==> config.mk <==
export PLATFORM = sky130hd
export DESIGN_NAME = scba_class_sel
export DESIGN_NICKNAME = d
export VERILOG_FILES = /design/src/rtl/core/size_class_block_allocator_macros.svh /design/src/rtl/core/scba_pkg.sv /design/src/rtl/core/scba_class_sel.sv
export SDC_FILE = /design/constraint.sdc
export NUM_CORES = 1
export LEC_CHECK = 0
export BUFFER_PORTS_ARGS = -buffer_cell sky130_fd_sc_hd__buf_4
export CORE_MARGIN = 8
export CORE_UTILIZATION = 49
export DETAILED_ROUTE_END_ITERATION = 16
export PLACE_DENSITY = 0.85
export SYNTH_ARGS = -nofsm -noshare
export SYNTH_HDL_FRONTEND = slang
export SYNTH_SLANG_ARGS = --single-unit
==> constraint.sdc <==
create_clock -name vclk -period 2.05
set_clock_uncertainty 0.05 [all_clocks]
set_input_delay 0.1025 -clock vclk [all_inputs]
set_output_delay 0.1025 -clock vclk [all_outputs]
set_load 0.03 [all_outputs]
==> src/rtl/core/size_class_block_allocator_macros.svh <==
// Assertion macros shared by the size class block allocator RTL.
`ifndef SIZE_CLASS_BLOCK_ALLOCATOR_MACROS_SVH
`define SIZE_CLASS_BLOCK_ALLOCATOR_MACROS_SVH

`ifndef SYNTHESIS

// Condition that must hold at every clock edge out of reset.
`define SCBA_ASSERT(lbl, cond) \
  lbl: assert property (@(posedge clk_i) disable iff (!rst_ni) (cond)) \
    else $error("scba assertion failed");

// Implication checked in the same cycle.
`define SCBA_ASSERT_IMP(lbl, ante, cons) \
  lbl: assert property (@(posedge clk_i) disable iff (!rst_ni) (ante) |-> (cons)) \
    else $error("scba assertion failed");

// Implication checked in the following cycle.
`define SCBA_ASSERT_NXT(lbl, ante, cons) \
  lbl: assert property (@(posedge clk_i) disable iff (!rst_ni) (ante) |=> (cons)) \
    else $error("scba assertion failed");

`else

`define SCBA_ASSERT(lbl, cond)
`define SCBA_ASSERT_IMP(lbl, ante, cons)
`define SCBA_ASSERT_NXT(lbl, ante, cons)

`endif

`endif

==> src/rtl/core/scba_pkg.sv <==
// Shared constants, types and helper functions of the size class block allocator.
package scba_pkg;

  // Pool geometry.
  localparam int unsigned SLOTS_PER_CLASS = 4096;
  localparam int unsigned CLASS_COUNT     = 4;
  localparam int unsigned REG_COUNT       = 4;

  // Field widths.
  localparam int unsigned SIZE_W    = 16;
  localparam int unsigned SLOT_W    = 12;
  localparam int unsigned CLS_OUT_W = 2;
  localparam int unsigned LIMIT_MAX = 65535;
  localparam int unsigned LIMIT_BASE = 32;

  // Derived widths.
  localparam int unsigned IDX_W     = $clog2(SLOTS_PER_CLASS);
  localparam int unsigned CNT_W     = $clog2(SLOTS_PER_CLASS + 1);
  localparam int unsigned CLS_W     = (CLASS_COUNT > 1) ? $clog2(CLASS_COUNT) : 1;
  localparam int unsigned MEM_DEPTH = CLASS_COUNT * SLOTS_PER_CLASS;
  localparam int unsigned ADDR_W    = $clog2(MEM_DEPTH);
  localparam int unsigned PADDR_W   = $clog2(REG_COUNT * 4);
  localparam int unsigned REG_IDX_W = PADDR_W - 2;
  localparam int unsigned PDATA_W   = 32;

  typedef logic [SIZE_W-1:0]  bytes_t;
  typedef logic [SLOT_W-1:0]  slot_t;
  typedef logic [IDX_W-1:0]   idx_t;
  typedef logic [CNT_W-1:0]   cnt_t;
  typedef logic [CLS_W-1:0]   cls_t;
  typedef logic [ADDR_W-1:0]  addr_t;

  typedef enum logic [1:0] {
    ST_OK       = 2'd0,
    ST_FALLBACK = 2'd1,
    ST_EMPTY    = 2'd2,
    ST_FULL     = 2'd3
  } status_e;

  typedef enum logic {
    ACT_ALLOC = 1'b0,
    ACT_FREE  = 1'b1
  } action_e;

  // Result of the class lookup.
  typedef struct packed {
    logic hit;
    cls_t cls;
  } class_pick_t;

  // Reset limit of a class: 32 shifted left by the class index, saturated.
  function automatic bytes_t limit_reset(int unsigned k);
    logic [31:0] lim;
    lim = (k < 12) ? (32'(LIMIT_BASE) << k) : 32'(LIMIT_MAX);
    if (lim > 32'(LIMIT_MAX)) begin
      lim = 32'(LIMIT_MAX);
    end
    return lim[SIZE_W-1:0];
  endfunction

  // Reset content of a stack entry: its own index, kept to the slot width.
  function automatic slot_t init_slot(idx_t idx);
    logic [IDX_W+SLOT_W-1:0] wide;
    wide = {{SLOT_W{1'b0}}, idx};
    return wide[SLOT_W-1:0];
  endfunction

  // Class index as reported on the result port.
  function automatic logic [CLS_OUT_W-1:0] class_code(cls_t c);
    logic [CLS_W+CLS_OUT_W-1:0] wide;
    wide = {{CLS_OUT_W{1'b0}}, c};
    return wide[CLS_OUT_W-1:0];
  endfunction

  // Memory address of one stack entry of one class.
  function automatic addr_t slot_addr(cls_t c, idx_t i);
    return addr_t'(c) * addr_t'(SLOTS_PER_CLASS) + addr_t'(i);
  endfunction

endpackage

==> src/rtl/core/scba_class_sel.sv <==
// Maps a request size to the first class whose limit holds it.
module scba_class_sel (
  input  scba_pkg::bytes_t      request_bytes_i,
  input  scba_pkg::bytes_t      limit_i [scba_pkg::CLASS_COUNT],
  output scba_pkg::class_pick_t pick_o
);

  // Scan from the top down so that the lowest matching class wins.
  always_comb begin
    pick_o.hit = 1'b0;
    pick_o.cls = '0;
    for (int k = scba_pkg::CLASS_COUNT - 1; k >= 0; k--) begin
      if (request_bytes_i <= limit_i[k]) begin
        pick_o.hit = 1'b1;
        pick_o.cls = scba_pkg::cls_t'(k);
      end
    end
  end

endmodule

== Word-level counts from Yosys, hierarchy flattened ==
Cells that the tools add are included.

* Flip-flop bits (word level): 0
* Input bits: 80
* Output and inout bits: 3
* Word-level logic and storage cells: 8

* $lt $le $gt $ge: 4
* Multiplexer cells: 4

{| class="wikitable"
|+ Operators by type and width
! kind !! count
|-
| $le 16x16->1 || 4
|-
| $mux 3 || 4
|}

== Depth between registers and ports, before layout ==
* Word-level depth: 5
* Depth in mapped cells: 8
* Gate-level depth less buffers: 8

== Worst setup path before layout ==
OpenSTA, ideal clock, no wires.

* Path kind: input to output
* From: input limit_i[14] in the netlist's numbering
* To: output pick_o[0] in the netlist's numbering
* Data arrival time: 1.874 ns
* Data required time: 1.898 ns
* Path slack: 0.023 ns
* Cell stages on the path: 8
* Buffers on the path: 0
* Path through: inv_1 > ha_1 > a21oi_1 > nand2_1 > a221o_1 > o31a_1 > nand2b_1 > a21oi_1

{| class="wikitable"
|+ RTL lines
! what !! RTL line !! RTL
|-
| from (decl) || scba_class_sel.sv:4 || <nowiki>input scba_pkg::bytes_t limit_i [scba_pkg::CLASS_COUNT],</nowiki>
|-
| to (decl) || scba_class_sel.sv:5 || <nowiki>output scba_pkg::class_pick_t pick_o</nowiki>
|}

==> results.txt <==
The flow ran to the end, but the final reports show violations. The final reports fail on negative setup slack. For this run, the post-layout net count is 470. The width of the die came out at 73.5 um.

After detailed routing, the number of remaining DRC violations is 0. At the pin with the least slew margin, the transition time is 0.354 ns. For the part of the power in registers, the log shows 0%. In this run the remaining antenna-violating nets after routing total 0. The part of the power in the clock network is 0%, and the number of setup violations in the final report is 2.

Summing over every cut layer, the via total after detailed routing is 1974. In the synthesized netlist, the number of instances is 223. Number of hold buffers added after CTS: 0.

The initial antenna violation count came out at 0. Per-instance average area after synthesis: 7.27 um^2. The worst hold path belongs to the class in2out. The tools report the detailed-router iteration count before antenna repair as 4.

Using the TritonRoute via totals, the vias-per-cell ratio works out to 5.34. The tools report the number of warnings printed during yosys synthesis as 0. The post-route netlist has 40.1% of its cells at a drive strength greater than 1. After detailed placement, the total cell area comes to 2410 um^2. Tracing the worst setup path back leads to its startpoint at request_bytes_i[9].

The hold slack is 0.893 ns, and the switching power as a share of total power is 46.2%. The peak fanout along the critical path was 3. With fillers left out, the area of the finished cells amounts to 2650 um^2. The logs give 292 uW for the internal cell power and -0.0223 ns for the final worst-path setup slack. The number of slew-limit violations in the final report is 0.

Detailed placement finished with a half-perimeter wire length of 4600 um. The repair_antennas step left the layout with diodes totalling 0. The worst setup path is captured at a primary output. At the worst endpoint, the arrival time is 1.92 ns. The number of nets produced by synthesis was 367; the number of standard-cell rows in the floorplan was 21. The total power consumption of the routed design is 544 uW. The congestion estimate from routability-driven global placement came to 0.814. After synthesis the cells add up to 1620 um^2. Input and output buffers added on the ports amount to 83. The commonest cells after synthesis are 64 x ha_1, 61 x inv_1, 24 x a21oi_1, 14 x nand4_1, 11 x a21o_1.

Sorting the synthesized cells by area gives the leading types as ha_1 49%, inv_1 14%, a21oi_1 7.4%. Post-synthesis cell type count: 22. The layout has 0 clock buffers. The max-cap violation count came out at 0. After routing, the total negative slack on setup checks comes to -0.0254 ns.

The average wire length per cell after detail routing was 15.7 um; the initial cell density of the core was 49.8%. The largest net degree at the start of global routing is 5. Global-route wire length before repair: 8160 um. The top-area cell type share of the netlist area is 49.4%. The cell area power density works out to 205 nW/um^2. For this run, the share of the core covered by cells in the final layout is 81.5%. The logs give 0 for the final-report hold violation count and 100.0% for the proportion of power drawn by combinational gates. Across the VDD grid, the largest voltage drop is 110 uV. Across every metal layer, demand over resource in global routing totals 18.2%.

Data on the critical path is required at its endpoint by 1.90 ns. The critical path ends at pick_o[0]. The signed area change from the synthesized netlist to the final layout is 63.7%, and the vertical extent of the die is 73.5 um. The share of the Yosys chip area taken by registers is 0%. The register area is 0 um^2.

The final period utilization is 101%, and the number of global-route vias before repair is 1914. The critical path is of the in2out type. The floorplan step defined a die boundary enclosing 5410 um^2. After layout, the minimum clock period comes to 2.07 ns. Global routing finished with a remaining overflow of 0.

The worst setup path is launched from an input port. The most common cell in the netlist is ha_1. The worst max-slew margin expressed relative to the limit is 76.2%.

The first routing iteration left 68 violations. The net switching component of the power was 251 uW. Derived from the worst setup path, the maximum achievable clock frequency is 483 MHz.

The number of I/O pins is 83. The analysis attributes to cell leakage a power of 1.53 nW. Summed over all instances, the cell type with the most area after synthesis is ha_1. The placeable core area was 3260 um^2; the number of flip-flops and latches was 0. The routed wire length came out at 5800 um.
==> cells in the final DEF (no fill, tap or decap), drive strengths merged, types with 4 or more instances in the layout <==
cell	count
buf	101
ha	64
inv	61
a21oi	25
nand4	14
a21o	11
nand3	7
nor2b	6
nand2	6
nor2	4
o21ai	4
nor4	4
==> worst min path at each step <==
stage	endpoint	startpoint	slack, ns	cells past startpoint
after floorplan	pick_o[0]	limit_i[16]	0.69	5
after global placement	pick_o[0]	limit_i[16]	0.84	7
after detailed placement	pick_o[0]	limit_i[16]	0.86	7
after CTS	pick_o[0]	limit_i[16]	0.87	7
after global routing	pick_o[2]	limit_i[0]	0.92	7
final	pick_o[0]	limit_i[16]	0.89	7
==> worst max-delay path, cell delays in order <==
cell and delay, ns:
buf_4 0.14, ha_1 0.29, nand4_1 0.15, nor4_2 0.41, a21boi_1 0.23, o31a_1 0.17
nand2b_1 0.09, a21oi_2 0.18, buf_6 0.15
==> repair_timing <==
item / 4_1_cts / 5_1_grt
pin swaps: 5 / 12
endpoints found under the setup margin: 3 / 3
gates resized for setup: 4 / 29
setup buffers: 2 / 1
==> power groups by stage <==
stage	logic, mW	registers [mW]	clock network [mW]
after floorplan	0.238	0	0
after global placement	0.446	0	0
after detailed placement	0.464	0	0
after CTS	0.479	0	0
after global routing	0.602	0	0
final	0.544	0	0
==> cell families (layout without fill, tap and decap cells) <==
| group | after synthesis | in the layout | share of synthesized area, % |
|---|---|---|---|
| AO/OA/AOI/OAI | 52 | 52 | 20.3 |
| buffers and inverters | 61 | 162 | 14.1 |
| AND/OR/NAND/NOR | 46 | 46 | 16.2 |
| adder cells (fa/ha/maj) | 64 | 64 | 49.4 |
==> layer usage <==
metal / vias to the layer above / GRT usage [%] / wire [um]
li1: 988 / - / -
met1: 894 / 21.0 / 2310
met2: 76 / 34.6 / 3010
met3: 16 / 2.46 / 315
met4: 0 / 2.44 / 167
met5: - / 0 / 0
==> final cells by class <==
class	instances	area, um^2
multi-input combinational	162	1590
tap	46	57.6
timing repair buffer	101	773
fill	214	604
inverter	61	229
==> through the flow <==
step           instances  setup WS, ns
6_report             370       -0.0223
5_1_grt              370        -0.151
4_1_cts              369       0.00125
3_5_place_dp         367       -0.0824
3_3_place_gp         367       -0.0383
2_1_floorplan        223        0.0230
(Power assumes the default switching activity.)
